===== config.mk =====
export PLATFORM = sky130hd
export DESIGN_NAME = vct_front_flat
export DESIGN_NICKNAME = d
export VERILOG_FILES = /design/src/rtl/vct_pkg.sv /design/src/rtl/vct_vtx_if.sv /design/src/rtl/vct_front.sv /design/src/flat_wrapper.sv
export SDC_FILE = /design/constraint.sdc
export NUM_CORES = 1
export LEC_CHECK = 0
export BUFFER_PORTS_ARGS = -buffer_cell sky130_fd_sc_hd__buf_4
export CORE_AREA = 2 2 352 354
export CTS_BUF_LIST = sky130_fd_sc_hd__clkbuf_8
export DETAILED_ROUTE_END_ITERATION = 7
export DIE_AREA = 0 0 354 356
export GPL_TIMING_DRIVEN = 1
export PLACE_DENSITY_LB_ADDON = 0.25
export RECOVER_POWER = 100
export SETUP_SLACK_MARGIN = 0.15
export SLEW_MARGIN = 20
export SYNTH_ARGS = -nofsm -noshare
export SYNTH_HDL_FRONTEND = slang
export SYNTH_SLANG_ARGS = --single-unit

===== constraint.sdc =====
create_clock -name clk -period 2.3 [get_ports clk]
set_clock_uncertainty 0.2 [all_clocks]
set_input_delay 0.115 -clock clk [delete_from_list [all_inputs] [get_ports clk]]
set_output_delay 0.115 -clock clk [all_outputs]
set_load 0.02 [all_outputs]

===== src/rtl/vct_pkg.sv =====
// ----------------------------------------------------------------------------
// vct_pkg: shared types and constants for the vertex clip transform
// Binary32 constants, item payload types, coefficient storage view, and the
// pipeline geometry used by the front, queue and back parts.
// ----------------------------------------------------------------------------
package vct_pkg;

	localparam int WORD_W       = 32;
	localparam int NUM_MAT      = 16;
	localparam int NUM_LIGHT    = 3;
	localparam int IDX_W        = 5;
	localparam int EXP_W        = 12;
	localparam int FMA_LAT      = 6;
	localparam int NUM_LEVELS   = 8;
	localparam int PIPE_DEPTH   = FMA_LAT * NUM_LEVELS;
	localparam int QUEUE_DEPTH  = 4;
	localparam int QPTR_W       = $clog2(QUEUE_DEPTH);

	localparam logic [IDX_W-1:0] IDX_LIGHT_BASE = IDX_W'(NUM_MAT);
	localparam logic [IDX_W-1:0] IDX_END        = IDX_W'(NUM_MAT + NUM_LIGHT);

	typedef logic [WORD_W-1:0] f32_t;

	localparam f32_t F32_ONE      = 32'h3F80_0000;
	localparam f32_t F32_NEG_ONE  = 32'hBF80_0000;
	localparam f32_t F32_HALF     = 32'h3F00_0000;
	localparam f32_t F32_NEG_ZERO = 32'h8000_0000;
	localparam f32_t F32_QNAN     = 32'h7FC0_0000;
	localparam f32_t F32_INF      = 32'h7F80_0000;
	localparam f32_t F32_SIGN     = 32'h8000_0000;

	typedef enum logic {
		CMD_LOAD   = 1'b0,
		CMD_VERTEX = 1'b1
	} cmd_t;

	typedef struct packed {
		f32_t pos_x;
		f32_t pos_y;
		f32_t pos_z;
		f32_t pos_w;
	} vtx_t;

	typedef struct packed {
		f32_t a;
		f32_t b;
		f32_t c;
	} trio_t;

	typedef struct packed {
		logic                          shadow_mode;
		logic [NUM_LIGHT-1:0][WORD_W-1:0] light;
		logic [NUM_MAT-1:0][WORD_W-1:0]   mat;
	} coef_t;

	typedef struct packed {
		logic q_full;
		logic q_empty;
		logic pipe_busy;
	} bstat_t;

endpackage


===== src/rtl/vct_vtx_if.sv =====
// ----------------------------------------------------------------------------
// vct_vtx_if: input channel of the vertex clip transform
// Valid/ready handshake carrying one command item: a coefficient load or a
// vertex to transform.
// ----------------------------------------------------------------------------
interface vct_vtx_if;
	logic        valid;
	logic        ready;
	logic        command;
	logic [4:0]  coef_index;
	logic [31:0] coef_value;
	logic [31:0] pos_x;
	logic [31:0] pos_y;
	logic [31:0] pos_z;
	logic [31:0] pos_w;

	modport source (
		output valid, command, coef_index, coef_value, pos_x, pos_y, pos_z, pos_w,
		input  ready
	);

	modport sink (
		input  valid, command, coef_index, coef_value, pos_x, pos_y, pos_z, pos_w,
		output ready
	);
endinterface


===== src/rtl/vct_front.sv =====
// ----------------------------------------------------------------------------
// vct_front: command intake and coefficient storage
// Takes input items, writes coefficient loads into storage, pushes vertex
// items into the queue and holds the shadow mode register.
// ----------------------------------------------------------------------------
module vct_front import vct_pkg::*; (
	input  logic       clk,
	input  logic       arst_n,
	vct_vtx_if.sink    vertex,
	input  logic       cfg_we,
	input  logic       cfg_wdata,
	input  bstat_t     bstat,
	output logic       push,
	output vtx_t       push_data,
	output coef_t      coefs
);

	cmd_t cmd;
	logic accept, idle;

	logic [NUM_MAT-1:0][WORD_W-1:0]   mat_q;
	logic [NUM_LIGHT-1:0][WORD_W-1:0] light_q;
	logic                             shadow_q;
	logic [IDX_W-1:0]                 lidx;

	assign cmd  = cmd_t'(vertex.command);
	// a load must not reach vertices still in flight, so it waits for the back to drain
	assign idle = bstat.q_empty & ~bstat.pipe_busy;

	always_comb begin
		unique case (cmd)
			CMD_VERTEX: vertex.ready = ~bstat.q_full;
			CMD_LOAD:   vertex.ready = idle;
			default:    vertex.ready = 1'b0;
		endcase
	end

	assign accept = vertex.valid & vertex.ready;
	assign push   = accept & (cmd == CMD_VERTEX);
	assign lidx   = vertex.coef_index - IDX_LIGHT_BASE;

	assign push_data.pos_x = vertex.pos_x;
	assign push_data.pos_y = vertex.pos_y;
	assign push_data.pos_z = vertex.pos_z;
	assign push_data.pos_w = vertex.pos_w;

	always_ff @(posedge clk or negedge arst_n) begin
		if (!arst_n) begin
			mat_q    <= '0;
			light_q  <= '0;
			shadow_q <= 1'b0;
		end else begin
			if (cfg_we) begin
				shadow_q <= cfg_wdata;
			end
			if (accept && cmd == CMD_LOAD) begin
				if (vertex.coef_index < IDX_LIGHT_BASE) begin
					mat_q[vertex.coef_index[3:0]] <= vertex.coef_value;
				end else if (vertex.coef_index < IDX_END) begin
					light_q[lidx[1:0]] <= vertex.coef_value;
				end
			end
		end
	end

	assign coefs.mat         = mat_q;
	assign coefs.light       = light_q;
	assign coefs.shadow_mode = shadow_q;

endmodule


===== src/flat_wrapper.sv =====
// flat-port wrapper written by rule: the top's interface ports become plain ports
module vct_front_flat import vct_pkg::*;
  (clk, arst_n, cfg_we, cfg_wdata, bstat, push, push_data, coefs, vertex_valid, vertex_command, vertex_coef_index, vertex_coef_value, vertex_pos_x, vertex_pos_y, vertex_pos_z, vertex_pos_w, vertex_ready);
  vct_vtx_if vertex_i ();
  input  logic clk;
  input  logic arst_n;
  input  logic cfg_we;
  input  logic cfg_wdata;
  input  bstat_t bstat;
  output logic push;
  output vtx_t push_data;
  output coef_t coefs;
  input wire logic [$bits(vertex_i.valid)-1:0] vertex_valid;
  input wire logic [$bits(vertex_i.command)-1:0] vertex_command;
  input wire logic [$bits(vertex_i.coef_index)-1:0] vertex_coef_index;
  input wire logic [$bits(vertex_i.coef_value)-1:0] vertex_coef_value;
  input wire logic [$bits(vertex_i.pos_x)-1:0] vertex_pos_x;
  input wire logic [$bits(vertex_i.pos_y)-1:0] vertex_pos_y;
  input wire logic [$bits(vertex_i.pos_z)-1:0] vertex_pos_z;
  input wire logic [$bits(vertex_i.pos_w)-1:0] vertex_pos_w;
  output wire logic [$bits(vertex_i.ready)-1:0] vertex_ready;
  assign vertex_i.valid = vertex_valid;
  assign vertex_i.command = vertex_command;
  assign vertex_i.coef_index = vertex_coef_index;
  assign vertex_i.coef_value = vertex_coef_value;
  assign vertex_i.pos_x = vertex_pos_x;
  assign vertex_i.pos_y = vertex_pos_y;
  assign vertex_i.pos_z = vertex_pos_z;
  assign vertex_i.pos_w = vertex_pos_w;
  assign vertex_ready = vertex_i.ready;
  vct_front u_core (.clk(clk), .arst_n(arst_n), .vertex(vertex_i), .cfg_we(cfg_we), .cfg_wdata(cfg_wdata), .bstat(bstat), .push(push), .push_data(push_data), .coefs(coefs));
endmodule

==> qor.yml, run 1 <==
status: "finished clean"
synthFlopType: "dfrtp_1"
critical_path_peak_fanout: 30
period_needed_ps: 2220
place_area_um2: 30200
grt_usage: 0.139
drc: 0
drv_slew: 0
avgSynthCellArea_um2: 15.9
num_rows: 129
end_kind: "flip-flop"
wl_per_cell_um: 23.6
fin_nets: 2326
dp_hpwl_um: 64400
cp.depth: 6
setup_violations: 0
finalCoreUtilization: 0.249
drt-total-wl_um: 91500
synth_edf_count: 0
cp_cell_sequence: "clkbuf_1 -> dlygate4sd3_1 -> nor4_1 -> dlygate4sd3_1 -> buf_12 -> mux2_2"
drt_iter0_drc: 584
dr.pass1.iters: 4
die_h_um: 356
maxCapViolCount: 0
area_delta_synth_final_pct: 27.5
synth_nets: 1682
period_share: 0.966
hp-class: "in2out"
design.core.area_um2: 123000
worst_pin_slew_ps: 1070
place.gp.congestion: 0.737
io_buffers: 656
vias: 15202
switching_power_mw: 6.68
seqPwrFrac: 0.470
power_mw: 24.5
cpMaxStageDelayCell: "dlygate4sd3_1"
drt.antenna.violating_nets: 0
cts.sinks: 609
cts.path.max_buffers: 3
syn-cell-area_um2: 23900
rsz0062_at_grt: "false"
setup_tns_ps: 0
clkTransAtPathRegs_ps: 60
reg2reg_slack_ps: 730
max_stage_delay_ps: 710
finalInstanceArea_um2: 30500
grt_max_degree: 48
cellInternalPower_mw: 17.8
hold_depth: 0
path_buf_inv: 4
cts_tree: "done"
die_w_um: 354
grt_pass1_vias: 16294
start_util: 0.195
worst_slack_ps: 77.2
yosys_warnings: 0
seq_area_frac_synth: 0.637
p_leak_nw: 14.9
startpoint_type: "input port"
synth.ff_latch_count: 609
fillers: 13304
cts_root_buf: "clkbuf_8"
syn-instance-count: 1508
pwr_density_cell_nw_per_um2: 802
place_inst: 3608
viasPerCell: 3.91
grt_pass1_wl_um: 125000
clk_latency_ps: 720
critPathMostFrequentCell: "dlygate4sd3_1"
critPathKind: "in2reg"
preCtsSetupSlack_ps: 261
whs_ps: 30.0
ir_drop_uv: 437
htreeDepth: 3
hold_viol_final: 0
synth_cell_types: 25
antenna_found_initial: 15
async_flop_share: 1.00
grt-ovfl-total: 0
final_cells: 3884
cp.required_ps: 2710
drive_gt1_frac: 0.372
numCtsBuffers: 110
max-slew-margin-rel: 0.286
pwr-share-comb: 0.098
netSwitchingFraction: 0.273
dieArea_um2: 126000
fmax_mhz: 450
path_delay_family: "buffers and inverters"
power_frac_clock: 0.431
io_pins: 913
rr_worst_depth: 2
crit_arrival_ps: 2630
[registers in the layout, indices dropped and copies added, names as in the netlist]
name	count
u_core.coefs	608
u_core.shadow_q	1
[power by group through the flow]
stage | Combinational, mW | Sequential (mW) | Clock, mW
5_1_grt | 2.57 | 11.6 | 11.5
6_report | 2.41 | 11.5 | 10.6
2_1_floorplan | 0.915 | 12.3 | 0
4_1_cts | 2.95 | 11.5 | 11.0
3_3_place_gp | 2.83 | 11.7 | 0
3_5_place_dp | 2.86 | 11.7 | 0
[Yosys cell counts (2+ instances only)]
master       n  area, um^2
dfrtp_1    609       15200
mux2_2     572        6440
buf_4      141        1060
buf_2       47         235
mux2_1      37         417
clkbuf_1    34         128
buf_1       32         120
nand3_1      9        45.0
nand4_1      4        25.0
nand4bb_1    3        33.8
nor3b_2      3        37.5
and4bb_2     2        25.0
clkbuf_2     2        10.0
nor2_1       2        7.51
[layer usage]
| metal | global-route usage | vias to the layer above | routed length [um] |
|---|---|---|---|
| li1 | - | 6431 | - |
| met3 | 0.0467 | 224 | 6940 |
| met2 | 0.245 | 579 | 46400 |
| met5 | 0 | - | 0 |
| met4 | 0.0619 | 0 | 4100 |
| met1 | 0.151 | 7968 | 34100 |
[kinds of logic after synthesis]
logic type      synth area share
flops                      0.637
simple gates              0.0108
compound gates          0.000314
buf+inv                   0.0650
mux                        0.287
[cell usage in the layout (no fill, tap or decap), types with 16 or more instances in the layout]
master	count
dfrtp_1	609
dlygate4sd3_1	63
clkbuf_1	633
clkbuf_8	138
clkbuf_2	16
mux2_1	37
buf_4	53
mux2_2	572
inv_1	40
[timing repair]
| action | in CTS | in global routing |
|---|---|---|
| hold buffers | 63 | 2 |
| endpoints found under the setup margin | 0 | 24 |
| hold endpoints to repair | 1218 | 31 |
| setup buffers | 0 | 4 |
| gates resized for setup | 0 | 1 |
[path summary, 6_finish.rpt]
check,from,end
max,vertex_coef_index[3],u_core.coefs[124]
min,vertex_pos_x[20],push_data[116]
max reg2reg,u_core.coefs[97],u_core.coefs[97]
min reg2reg,u_core.coefs[101],u_core.coefs[101]
max in group asynchronous,arst_n,u_core.coefs[553]
min in group asynchronous,arst_n,u_core.coefs[390]
[layout make-up]
cell class | count | area [um^2] | area share
diodes | 5 | 12.5 | 0.000410
clock buffers | 138 | 1900 | 0.0623
clock inverters | 64 | 405 | 0.0133
inverters | 1 | 3.75 | 0.000123
multi-input cells | 642 | 7150 | 0.234
flip-flops and latches | 609 | 15200 | 0.500
well taps | 1637 | 2050 | 0.0671
repair buffers | 788 | 3750 | 0.123
No activity file was read; power rests on OpenSTA's default activity.
==> run 2, diff against run 1 <==
- clock period: 2.3 -> 2.6 ns (I/O delays scaled with it)
==> qor.yml, run 2 (synthesis gave the netlist of run 1 again) <==
cts.sinks: 609  # unchanged
multi_input_area_um2: 7180  # +0.44%
fillers: 13252  # -0.39%
setup_tns_ps: 0  # unchanged
drive_gt1_frac: 0.374  # +0.00194
cp.required_ps: 3070  # +360 ps
worst_pin_slew_ps: 1400  # +332 ps
numCtsBuffers: 112  # +1.8%
htreeDepth: 3  # unchanged
maxCapViolCount: 0  # unchanged
fin_nets: 2312  # -0.60%
die_w_um: 354  # unchanged
hold_viol_final: 0  # unchanged
max-slew-margin-rel: 0.0640  # -0.222
area_delta_synth_final_pct: 27.0
cts.path.max_buffers: 3  # unchanged
place.gp.congestion: 0.727  # -1.3%
design.core.area_um2: 123000  # unchanged
seq_area_um2: 15200  # unchanged
grt-ovfl-total: 0  # unchanged
startpoint_type: "input port"
critical_path_peak_fanout: 32  # +6.7%
rsz0062_at_grt: "false"
fmax_mhz: 395
period_share: 0.974
drt_iter0_drc: 493  # -16%
io_buffers: 656  # unchanged
cp_cell_sequence: "dlygate4sd3_1 -> clkbuf_1 -> nand3b_1 -> nor4_4 -> dlygate4sd3_1 -> buf_12 -> mux2_2"
grt_usage: 0.144  # +0.00463
drv_slew: 0  # unchanged
worstReg2RegStart: "u_core.coefs[129]"
wl_per_cell_um: 23.8  # +1.1%
vias: 15183  # -0.12%
p_leak_nw: 14.8  # -0.54%
hp-start: "vertex_pos_x[20]"
num_rows: 129  # unchanged
drt-total-wl_um: 92200  # +0.74%
cpMaxStageDelayCell: "dlygate4sd3_1"
finalCoreUtilization: 0.248  # -0.000990
hp-class: "in2out"
drt.antenna.violating_nets: 0  # unchanged
antenna_found_initial: 5  # -10
final_common_cell: "clkbuf_1"
grt_max_degree: 68  # +42%
whs_ps: 60.0  # +30.0 ps
ir_drop_uv: 375  # -14%
status: "finished clean"
critPathLaunch: "vertex_coef_index[1]"
cts_root_buf: "clkbuf_8"
end_kind: "flip-flop"
dp_hpwl_um: 64300  # -0.11%
dieArea_um2: 126000  # unchanged
start_util: 0.195  # unchanged
pwr_density_cell_nw_per_um2: 709  # -12%
max_stage_delay_ps: 640  # -70 ps
cts_tree: "done"
io_pins: 913  # unchanged
layout_common_cells: "633 x clkbuf_1, 609 x dfrtp_1, 572 x mux2_2, 140 x clkbuf_8, 55 x dlygate4sd3_1"
critPathKind: "in2reg"
viasPerCell: 3.92  # +0.26%
dr.pass1.iters: 4  # unchanged
crit_arrival_ps: 3000  # +370 ps
grt_pass1_wl_um: 128000  # +2.3%
clkTransAtPathRegs_ps: 50  # about the same
drc: 0  # unchanged
largest_reg_flops: 608  # unchanged
critPathMostFrequentCell: "dlygate4sd3_1"
clk_latency_ps: 790  # +70 ps
grt_pass1_vias: 16667  # +2.3%
period_needed_ps: 2530
die_h_um: 356  # unchanged
setup_violations: 0  # unchanged
## run 2: cell count changes in the layout (fill, tap and decap cells not counted), sizes merged
| cell | previous run | this run |
|---|---|---|
| dlygate4sd3 | 63 | 55 |
| inv | 43 | 37 |
| buf | 63 | 59 |
| clkinv | 15 | 19 |
| bufinv | 4 | 1 |
| clkbuf | 800 | 797 |
| clkinvlp | 3 | 5 |
| diode | 5 | 7 |
| clkdlybuf4s25 | 0 | 1 |
## run 2: worst max-delay path: cells and delay by family
kind	cells	cell delay, ps
buffers and inverters	4	1750
and+or+nand+nor	2	630
muxes	1	380
## run 2: stage by stage
step / instances / instance area [um^2] / worst slack [ps] / total power, mW
final: 3869 / 30400 / 67.8 / 21.5
after global routing: 3863 / 30400 / 79.2 / 22.6
after CTS: 3861 / 32900 / 188 / 22.4
after detailed placement: 3603 / 30100 / 390 / 12.9
after global placement: 3603 / 30100 / 350 / 12.9
after floorplan: 1508 / 23900 / 820 / 11.7
## run 2: final cells by class
cell class	count	area share
Sequential cell	609	0.502
Clock inverter	61	0.0105
Antenna cell	7	0.000577
Tap cell	1637	0.0674
Multi-Input combinational cell	642	0.236
Inverter	1	0.000124
Clock buffer	140	0.0634
Timing Repair Buffer	772	0.120
## run 2: what timing repair did
item	in CTS	in global routing
buffers inserted	0	1
setup endpoints to repair	0	54
gates resized for setup	0	1
hold endpoints to repair	1218	3
hold buffers	57	1
## run 2: metal layers
metal / GRT usage / vias to the layer above / share of wire / wire length [um]
met5: 0 / - / 0 / 0
met1: 0.156 / 7990 / 0.37 / 34600
met4: 0.0808 / 0 / 0.051 / 4670
met3: 0.0457 / 226 / 0.073 / 6760
li1: - / 6392 / - / -
met2: 0.247 / 575 / 0.50 / 46200
## run 2: worst paths after layout
kind | end | slack (ps) | depth (start not counted)
worst max register to register | u_core.coefs[129] | 1030 | 2
worst max-delay path | u_core.coefs[121] | 70 | 7
worst min register to register | u_core.coefs[418] | 290 | 1
min in group asynchronous | u_core.coefs[21] | 970 | 4
max in group asynchronous | u_core.coefs[108] | 220 | 5
worst min-delay path | push_data[116] | 60 | 0
## run 2: power by group
group          leakage [nW]  internal (mW)  switching [mW]
Combinational          5.09          0.635            1.51
Sequential             8.39           9.94           0.246
Clock                  1.29           4.93            4.27
Total                  14.8           15.5            6.02
