==> src/rtl/vct_pkg.sv <==
// ----------------------------------------------------------------------------
// vct_pkg: shared types and constants for the vertex clip transform
// Binary32 constants, item payload types, coefficient storage view, and the
// pipeline geometry used by the front, queue and back parts.
// ----------------------------------------------------------------------------
package vct_pkg;

	localparam int WORD_W       = 32;
	localparam int NUM_MAT      = 16;
	localparam int NUM_LIGHT    = 3;
	localparam int IDX_W        = 5;
	localparam int EXP_W        = 12;
	localparam int FMA_LAT      = 6;
	localparam int NUM_LEVELS   = 8;
	localparam int PIPE_DEPTH   = FMA_LAT * NUM_LEVELS;
	localparam int QUEUE_DEPTH  = 4;
	localparam int QPTR_W       = $clog2(QUEUE_DEPTH);

	localparam logic [IDX_W-1:0] IDX_LIGHT_BASE = IDX_W'(NUM_MAT);
	localparam logic [IDX_W-1:0] IDX_END        = IDX_W'(NUM_MAT + NUM_LIGHT);

	typedef logic [WORD_W-1:0] f32_t;

	localparam f32_t F32_ONE      = 32'h3F80_0000;
	localparam f32_t F32_NEG_ONE  = 32'hBF80_0000;
	localparam f32_t F32_HALF     = 32'h3F00_0000;
	localparam f32_t F32_NEG_ZERO = 32'h8000_0000;
	localparam f32_t F32_QNAN     = 32'h7FC0_0000;
	localparam f32_t F32_INF      = 32'h7F80_0000;
	localparam f32_t F32_SIGN     = 32'h8000_0000;

	typedef enum logic {
		CMD_LOAD   = 1'b0,
		CMD_VERTEX = 1'b1
	} cmd_t;

	typedef struct packed {
		f32_t pos_x;
		f32_t pos_y;
		f32_t pos_z;
		f32_t pos_w;
	} vtx_t;

	typedef struct packed {
		f32_t a;
		f32_t b;
		f32_t c;
	} trio_t;

	typedef struct packed {
		logic                          shadow_mode;
		logic [NUM_LIGHT-1:0][WORD_W-1:0] light;
		logic [NUM_MAT-1:0][WORD_W-1:0]   mat;
	} coef_t;

	typedef struct packed {
		logic q_full;
		logic q_empty;
		logic pipe_busy;
	} bstat_t;

endpackage

==> src/rtl/vct_queue.sv <==
// ----------------------------------------------------------------------------
// vct_queue: short vertex queue between front and back
// Small register FIFO; lets the front keep taking vertices while the back
// is stalled by the receiver.
// ----------------------------------------------------------------------------
module vct_queue import vct_pkg::*; (
	input  logic clk,
	input  logic arst_n,
	input  logic push,
	input  vtx_t push_data,
	input  logic pop,
	output vtx_t pop_data,
	output logic full,
	output logic empty
);

	vtx_t              mem_q [QUEUE_DEPTH];
	logic [QPTR_W-1:0] wptr_q, rptr_q;
	logic [QPTR_W:0]   cnt_q;

	assign full     = cnt_q == (QPTR_W + 1)'(QUEUE_DEPTH);
	assign empty    = cnt_q == '0;
	assign pop_data = mem_q[rptr_q];

	always_ff @(posedge clk) begin
		if (push) begin
			mem_q[wptr_q] <= push_data;
		end
	end

	always_ff @(posedge clk or negedge arst_n) begin
		if (!arst_n) begin
			wptr_q <= '0;
			rptr_q <= '0;
			cnt_q  <= '0;
		end else begin
			if (push) begin
				wptr_q <= wptr_q + QPTR_W'(1);
			end
			if (pop) begin
				rptr_q <= rptr_q + QPTR_W'(1);
			end
			cnt_q <= cnt_q + (QPTR_W + 1)'(push) - (QPTR_W + 1)'(pop);
		end
	end

endmodule

==> config.mk <==
export PLATFORM = sky130hd
export DESIGN_NAME = vct_queue
export DESIGN_NICKNAME = d
export VERILOG_FILES = /design/src/rtl/vct_pkg.sv /design/src/rtl/vct_queue.sv
export SDC_FILE = /design/constraint.sdc
export NUM_CORES = 1
export LEC_CHECK = 0
export BUFFER_PORTS_ARGS = -buffer_cell sky130_fd_sc_hd__buf_2
export CAP_MARGIN = 10
export CORE_UTILIZATION = 51
export DETAILED_ROUTE_END_ITERATION = 16
export PLACE_DENSITY = 0.72
export SLEW_MARGIN = 10
export SYNTH_ARGS = -nofsm -noshare
export SYNTH_HDL_FRONTEND = slang
export SYNTH_SLANG_ARGS = --single-unit
==> constraint.sdc <==
create_clock -name clk -period 3.85 [get_ports clk]
set_input_delay 0.385 -clock clk [delete_from_list [all_inputs] [get_ports clk]]
set_output_delay 0.385 -clock clk [all_outputs]
set_load 0.01 [all_outputs]
==> metrics, run 1 <==
outcome=completed; Global Route Usage Sum=0.199; Detail Placement HPWL=21.0 mm; CP max FO=58; htree depth=2; Die ar.=37,800 um^2; Initial Util=0.516; grt met2 use=0.351; setup_tns=0 ps; most common library cells after synthesis=edfxtp_1 (512), mux4_2 (128), buf_2 (15); placed cells=1,420; Max clock buf depth=3; worst min path class=input port to flop; TritonCTS Sinks=519; Largest stage delay, worst path=660 ps; DRT Pass-1 Iters=4; mean area per synthesized cell=26.8 um^2; Core ar.=36,500 um^2; reg2reg start=wptr_q[0]; TritonCTS clock tree=done; Final Cycle Share=0.757; #FFs+latches synth=519; main flop type after synthesis=edfxtp_1; cell with the most instances after synthesis=edfxtp_1; CP cell instances=buf_12 > mux4_2 > buf_2; min Tclk post-route=2910 ps; post-DR wirelength/cell=22.6 um; fillers=2,446; height of the die=194 um; largest net degree at the start of global routing=59; Yosys cell types=18; TritonCTS Buffers=51; Max-slew headroom=0.440; vias in the first global route=9,719; Worst Clk Skew=16.0 ps; Die W=194 um; Seq/Total Area, Yosys=0.824; grt ovf=0; Yosys warnings=0; Max Slew Vio Count=0; Worst setup SP type=flop; leakage dissipation=8.04 nW; DR vias=8,744; post-layout util=0.639; Setup Viol. Count Final=0; critical path type=flop to output port; clock latency on the worst-skew pair=580 ps; Min-Delay Startpoint=push_data[30]; slew of the pin with the lowest slew margin=840 ps; Post-synth EDFFs=512; Synth area leaders=edfxtp_1 (82%), mux4_2 (15%), dfrtp_1 (0.93%); Post-Syn Area=18,900 um^2; vias per cell=5.41; r2r setup slk=1780 ps; Req. time, crit path=3460 ps; CP max-delay cell=dfrtp_4; number of core rows=70; Root Buffer Master=clkbuf_16; DRC=0; Synth top area share=0.815; share of layout cells above drive strength 1=0.416; P&R area growth vs syn=23.7%; reg2reg end=mem_q[2][83]; Worst VDD drop=0.496 mV; 1st-iter DRT viols=492; DP Worst Slack=1470 ps; final hold violation count=0; global-route wire length before repair=55.9 mm; initial antenna violation count=2; CP arrival=2530 ps; GP Congestion=0.714; Most Crowded Layer GR=met2; drt total wl=36.4 mm; RSZ-0062 raised after global routing=false; clk slew on worst S/H paths=60 ps; Hold Path Sink=mem_q[1][30]; met3 usage in global routing=0.0383; Routed Antenna Nets=0; power per standard cell area=736 nW/um^2; R2R depth=4; total power=0.0172 W; IO Pins=262; Post-Synthesis Cells=703; Critical Path Sink Type=output port; final non-filler cell total=1,616; Setup WS post-layout=935 ps; syn_nets=842; final net count=1,248; Port Buffers=261; Max-cap violations=0; largest area contributor in the netlist=edfxtp_1; Async S/R FF share, synth=0.0135; hold depth=1; Max Freq=343 MHz; GRT met1 Usage=0.243
[where the power goes]
group / internal (W) / switching [W] / total, W
sequential: 0.00739 / 0.000364 / 0.00775
combinational: 0.00231 / 0.00260 / 0.00491
clock: 0.00250 / 0.00201 / 0.00451
[cell families after synthesis]
family / count (synthesis) / synth area share
AO/OA/AOI/OAI: 1 / 0.000265
multiplexers: 128 / 0.153
flip-flops: 519 / 0.824
AND/OR/NAND/NOR: 8 / 0.00232
adder cells (fa/ha/maj): 7 / 0.00504
buffers and inverters: 35 / 0.0127
XOR/XNOR: 5 / 0.00232
[placed cells by master, fill, tap and decap left out]
master	instances
diode_2	2
xor2_1	2
o21ai_0	1
clkbuf_1	14
and3_1	1
clkinvlp_4	1
fa_1	1
buf_4	7
clkinv_2	7
clkinv_1	11
clkbuf_16	51
xnor2_1	3
bufinv_16	1
ha_1	6
dlygate4sd3_1	104
inv_1	6
mux4_2	128
buf_12	10
dfrtp_4	2
dfrtp_1	5
edfxtp_1	512
nor3_1	1
and2_4	4
clkinv_4	1
nand2_1	2
inv_6	4
buf_2	261
[sequential cells by signal (all words and copies together), names as in the netlist]
name and cells:
cnt_q 3, mem_q 512, rptr_q 2, wptr_q 2
[per-stage QoR]
stage	hold slack [ps]	area, um^2
after global placement	238	20800
final	31.6	23300
after floorplan	89.4	18900
after CTS	0.0380	23300
after global routing	13.8	23300
after detailed placement	236	20800
[worst max-delay path by stage]
stage / end / from / depth (start not counted)
global route: pop_data[60] / rptr_q[0] / 3
floorplan: mem_q[0][0] / wptr_q[0] / 3
global placement: pop_data[60] / rptr_q[0] / 3
CTS: pop_data[60] / rptr_q[0] / 3
finish: pop_data[60] / rptr_q[0] / 3
detailed placement: pop_data[60] / rptr_q[0] / 3
[timing repair]
action / CTS / global route
hold endpoints to repair: 410 / 0
setup endpoints to repair: 0 / 0
gates resized for setup: 0 / 0
hold buffers: 104 / 0
buffers inserted: 0 / 0
[critical path, delay by kind of cell (launching register included)]
kind                   cells  cell delay (ps)
muxes                      1              620
buffers and inverters      2              610
DFF                        1              660
[cell type report]
cell class	instances	area (um^2)	share of cell area
repair buffers	382	2600	0.111
inverters	6	22.5	0.000965
clock buffers	65	1330	0.0569
clock inverters	25	158	0.00676
flip-flops and latches	519	15600	0.667
multi-input cells	149	3080	0.132
well taps	468	586	0.0251
diodes	2	5.00	0.000214
[layer usage]
layer,wire [um],part of all wire
met1,14200,0.39
met2,19500,0.54
met3,1800,0.049
met4,983,0.027
met5,0,0
No activity file was read; power rests on OpenSTA's default activity.
==> run 2: changes to the inputs <==
ABC_AREA = 1   (was unset)
CORE_UTILIZATION = 53   (was 51)
PLACE_DENSITY = 0.74   (was 0.72)
clock period = 2.49 ns   (was 3.85 ns; I/O delays follow)
==> run 2 against run 1 <==
Compared with the run above:
- global-route usage increased by 2.5 points
- worst hold slack improved by 28 ps
- synthesized cell count increased to 2.9 times the previous value
- first-iteration DRC count increased by 90%
- critical path depth increased by 3
- highest routed layer is now met5
==> metrics, run 2 <==
Max Slew Vio Count=0 (unchanged); slew of the pin with the lowest slew margin=672 ps (-168 ps); largest area contributor in the netlist=edfxtp_1; outcome=completed; Power Internal=0.0193 W (+58%); clock network power share=0.247 (-0.016); global-route wire length before repair=73.0 mm (+31%); main flop type after synthesis=edfxtp_1; Synth top area share=0.699 (-0.116); R2R depth=9 (+5); clock latency on the worst-skew pair=580 ps (about the same); critical path type=flop to output port; height of the die=206 um (+5.9%); Die ar.=42,300 um^2 (+12%); Core ar.=40,900 um^2 (+12%); Psw=0.0108 W (+120%); Routed Antenna Nets=0 (unchanged); leakage dissipation=12.4 nW (+54%); Post-Synthesis Cells=2,052 (+190%); power per standard cell area=1120 nW/um^2 (+53%); TritonCTS Sinks=519 (unchanged); final non-filler cell total=3,015 (+87%); Max-slew headroom=0.552 (+0.112); 1st-iter DRT viols=933 (+90%); setup_tns=0 ps (unchanged); Worst setup SP type=flop; postcts setup bufs=0 (unchanged); Top reg by flops=mem_q; Post-synth EDFFs=512 (unchanged); Worst Clk Skew=11.2 ps (-4.82 ps); GP Congestion=0.766 (+7.2%); Initial Util=0.538 (+0.0211); Top Registers=mem_q (512), cnt_q (3); P&R area growth vs syn=21.8%; placed cells=2,786 (+96%); Yosys cell types=15 (-3); htree depth=2 (unchanged); Async S/R FF share, synth=0.0135 (unchanged); CP max FO=59 (+1.7%); Final Instance Area=26,800 um^2 (+15%); vias per cell=4.89 (-9.7%); Setup Viol. Count Final=0 (unchanged); IO Pins=262 (unchanged); drt total wl=47.2 mm (+29%); Max-cap violations=0 (unchanged); initial antenna violation count=4 (+2); Port Buffers=261 (unchanged); largest net degree at the start of global routing=139 (+140%); Root Buffer Master=clkbuf_16; Critical Path Sink Type=output port; DR vias=14,736 (+69%); Req. time, crit path=2240 ps (-1220 ps); DRC=0 (unchanged); Post-DP Area=23,800 um^2 (+15%); Largest register FFs=512 (unchanged); Synth area leaders=edfxtp_1 (70%), nand2_1 (11%), inv_1 (9.0%); min Tclk post-route=2420 ps; TritonCTS clock tree=done; post-layout util=0.654 (+0.0154); Worst VDD drop=0.835 mV (+68%); commonest non-fill, non-tap cells in the layout=nand2_1 (647), inv_1 (519), edfxtp_1 (512), buf_2 (261), nand3_1 (257); share of layout cells above drive strength 1=0.152 (-0.264); clk slew on worst S/H paths=60 ps (about the same); worst min path class=input port to asynchronous set/reset pin; RSZ-0062 raised after global routing=true; final net count=2,577 (+110%); Final Cycle Share=0.972; number of core rows=74 (+5.7%); Max Freq=413 MHz; Max clock buf depth=3 (unchanged); CP arrival=2170 ps (-360 ps); vias in the first global route=14,555 (+50%); grt ovf=0 (unchanged); combinational share of power=0.360 (+0.074); Die W=206 um (+5.9%); post-DR wirelength/cell=15.6 um (-31%); Post-Syn Area=22,000 um^2 (+17%); Seq/Total Area, Yosys=0.707 (-0.118); mean area per synthesized cell=10.7 um^2 (-60%); Global Route Usage Sum=0.223 (+0.0245); cell with the most instances after synthesis=nand2_1; TritonCTS Buffers=52 (+2.0%); final hold violation count=0 (unchanged); most common library cells after synthesis=nand2_1 (651), inv_1 (525), edfxtp_1 (512); Detail Placement HPWL=26.1 mm (+25%); Switching Fraction=0.359 (+0.0694); syn_nets=2,191 (+160%); sequential share of power=0.394 (-0.057); DRT Pass-1 Iters=5 (+1); commonest non-fill, non-tap cell in the layout=nand2_1; smallest hold slack=60.0 ps (+28.4 ps); Yosys warnings=0 (unchanged); #FFs+latches synth=519 (unchanged)
-- run 2: cell types whose count changed after synthesis, sizes merged --
cell and delta:
mux4 -128, nor3 +1, clkbuf +2, inv +520, xnor2 -3, and3 -1
nand2 +649, buf +55, nand3 +257, xor2 +1, and2 -4
-- run 2: cells by family after synthesis --
group / synth area share
and+or+nand+nor: 0.170
buffers and inverters: 0.117
DFF: 0.707
adders and majority gates: 0.00432
xor gates and xnor gates: 0.00119
AOI/OAI and AO/OA: 0.000227
-- run 2: area by class of cell --
type	count	area (um^2)
well taps	532	666
diodes	3	7.51
repair buffers	418	3050
multi-input cells	921	3880
flip-flops and latches	519	15600
fillers	2943	14100
clock buffers	70	1410
inverters	526	2000
clock inverters	26	211
-- run 2: routing by layer --
| layer | routed length [um] | GRT usage | share of wire |
|---|---|---|---|
| met5 | 13 | 0 | 0.00028 |
| met2 | 24300 | 0.399 | 0.51 |
| met4 | 974 | 0.0775 | 0.021 |
| met3 | 2980 | 0.0386 | 0.063 |
| met1 | 18900 | 0.272 | 0.40 |
-- run 2: power groups by stage --
stage	sequential (W)	combinational (W)	clock, W
6_report	0.0119	0.0108	0.00743
5_1_grt	0.0120	0.0120	0.00783
4_1_cts	0.0119	0.0109	0.00755
3_5_place_dp	0.0120	0.0107	0
3_3_place_gp	0.0120	0.0104	0
2_1_floorplan	0.0120	0.00699	0
-- run 2: critical path: stages (launching register included) --
cell and delay (ps):
dfrtp_4 540, inv_8 320, buf_4 280, nand2_1 90
nand3_1 80, nand2_1 70, buf_2 140
-- run 2: worst paths after layout --
kind	start	end	slack (ps)
max	rptr_q[0]	pop_data[9]	70
min	arst_n	cnt_q[0]	60
max reg2reg	cnt_q[0]	cnt_q[2]	770
min reg2reg	cnt_q[1]	cnt_q[2]	550
max in group asynchronous	arst_n	rptr_q[1]	2200
min in group clk	push	wptr_q[0]	60
-- run 2: per-stage QoR --
step	worst slack [ps]	power, W
floorplan	-476	0.0190
global placement	622	0.0224
detailed placement	577	0.0227
CTS	60.7	0.0303
global route	-23.0	0.0319
finish	69.1	0.0301
-- run 2: timing repair --
item                                    4_1_cts  5_1_grt
pin swaps                                     0        0
hold buffers                                130        0
endpoints found under the setup margin       37       12
endpoints found under the hold margin       521        0
resized for setup                             1        2
cloned                                        0        0
==> run 3: changes to the inputs <==
CAP_MARGIN = 20   (was 10)
CORE_MARGIN = 3   (was unset)
==> run 3 against run 2 <==
Compared with the run above:
- sequential power hardly changed
- worst hold slack worse by 3.3 ps
- setup slack better by 53 ps
- sequential cell count stayed put
- sequential share of layout area is 0.060 points higher
- critical endpoint is now pop_data[2]
- clock power hardly changed
- combinational power hardly changed
- non-clock buffer count is 5 lower
- register-to-register slack better by 20 ps
- highest routed layer unchanged
- via count is 0.24% higher
- clock skew is 8.1 ps higher
==> metrics, run 3 (same netlist as run 2, synthesis figures left out) <==
P&R area growth vs syn=21.6%; Switching Fraction=0.361 (+0.00222); Global Route Usage Sum=0.222 (-0.00159); fillers=2,949 (+0.20%); power per standard cell area=1130 nW/um^2 (+0.47%); largest net degree at the start of global routing=147 (+5.8%); 1st-iter DRT viols=1,071 (+15%); number of core rows=74 (unchanged); IO Pins=262 (unchanged); sequential share of power=0.393 (about the same); Critical Path Sink Type=output port; Req. time, crit path=2240 ps (about the same); Max clock buf depth=3 (unchanged); post-DR wirelength/cell=16.4 um (+4.7%); Die W=210 um (+1.9%); DRT Pass-1 Iters=5 (unchanged); Max-cap violations=0 (unchanged); DR vias=14,772 (+0.24%); Routed Antenna Nets=0 (unchanged); initial antenna violation count=2 (-2); share of layout cells above drive strength 1=0.149 (-0.00384); TritonCTS Sinks=519 (unchanged); height of the die=210 um (+1.9%); min Tclk post-route=2370 ps (-53.5 ps); TritonCTS clock tree=done; CP arrival=2120 ps (-50 ps); worst min path class=input port to asynchronous set/reset pin; Psw=0.0109 W (+0.98%); Worst VDD drop=1.22 mV (+46%); grt ovf=0 (unchanged); Setup Viol. Count Final=0 (unchanged); clk slew on worst S/H paths=60 ps (about the same); r2r setup slk=790 ps (+20 ps); global-route wire length before repair=77.4 mm (+6.0%); GP Congestion=0.753 (-1.7%); commonest non-fill, non-tap cell in the layout=nand2_1; DRC=0 (unchanged); Die ar.=44,000 um^2 (+3.9%); Max Slew Vio Count=0 (unchanged); Worst Clk Skew=19.3 ps (+8.10 ps); post-layout util=0.654 (-0.000673); Root Buffer Master=clkbuf_16; postcts setup bufs=0 (unchanged); Max Freq=422 MHz (+2.3%); Initial Util=0.538 (unchanged); TritonCTS Buffers=53 (+1.9%); Final Cycle Share=0.951 (-0.0215); clock network power share=0.246 (about the same); drt total wl=49.2 mm (+4.3%); final net count=2,573 (-0.16%); leakage dissipation=12.4 nW (about the same); Power Internal=0.0193 W (about the same); Worst setup SP type=flop; commonest non-fill, non-tap cells in the layout=nand2_1 (647), inv_1 (519), edfxtp_1 (512), buf_2 (261), nand3_1 (257); Largest register FFs=512 (unchanged); combinational share of power=0.362 (+0.002); Top Registers=mem_q (512), cnt_q (3); Top reg by flops=mem_q; Core ar.=40,900 um^2 (unchanged); setup_tns=0 ps (unchanged); clock latency on the worst-skew pair=580 ps (about the same); critical path type=flop to output port; outcome=completed; htree depth=2 (unchanged); Max-slew headroom=0.585 (+0.0326); vias per cell=4.92 (+0.58%); slew of the pin with the lowest slew margin=623 ps (-49.0 ps); Detail Placement HPWL=26.1 mm (-0.17%); Port Buffers=261 (unchanged); total power=0.0302 W (+0.36%); final hold violation count=0 (unchanged); CP max FO=71 (+20%); vias in the first global route=15,112 (+3.8%)
-- run 3: layer usage --
layer,share of wire,wire [um],track usage
met5,0.00026,13,0
met4,0.024,1200,0.0808
met3,0.067,3320,0.0430
met2,0.51,25100,0.387
met1,0.40,19600,0.277
-- run 3: final cells by class --
type / instances / area (um^2) / area share
flip-flops and latches: 519 / 15600 / 0.581
multi-input cells: 921 / 3880 / 0.145
repair buffers: 413 / 3030 / 0.113
inverters: 526 / 2000 / 0.0746
clock buffers: 67 / 1420 / 0.0531
well taps: 532 / 666 / 0.0249
clock inverters: 24 / 193 / 0.00720
diodes: 3 / 7.51 / 0.000281
-- run 3: path summary, 6_finish.rpt --
check / from / end / cells past startpoint
max: rptr_q[1] / pop_data[2] / 4
max in group asynchronous: arst_n / rptr_q[0] / 2
min: arst_n / cnt_q[0] / 2
min reg2reg: cnt_q[1] / cnt_q[2] / 2
max reg2reg: wptr_q[0] / mem_q[2][79] / 5
min in group clk: push_data[35] / mem_q[3][35] / 2
-- run 3: power groups by stage --
stage	logic [W]	registers (W)	clock network, W
after floorplan	0.00699	0.0120	0
after global placement	0.0103	0.0120	0
after detailed placement	0.0105	0.0120	0
after CTS	0.0109	0.0119	0.00758
after global routing	0.0121	0.0120	0.00796
final	0.0109	0.0119	0.00743
-- run 3: timing repair --
item / CTS / global route
hold buffers: 131 / 0
gates cloned: 1 / 1
resized for setup: 1 / 7
endpoints found under the hold margin: 523 / 0
endpoints found under the setup margin: 2 / 41
-- run 3: worst max-delay path, stage by stage (launching register included) --
cell and delay [ps]:
dfrtp_4 600, buf_12 400, nand3_1 190, nand2_1 130
buf_2 140
-- run 3: per-stage QoR --
step / hold WS [ps] / std cells / setup WS (ps) / cell area (um^2)
2_1_floorplan: -46.6 / 2052 / -476 / 22000
4_1_cts: 11.4 / 3001 / 11.2 / 26700
6_report: 56.6 / 3005 / 123 / 26800
5_1_grt: 60.5 / 3003 / -3.87 / 26700
3_3_place_gp: 93.8 / 2778 / 613 / 23700
3_5_place_dp: 94.4 / 2778 / 606 / 23700
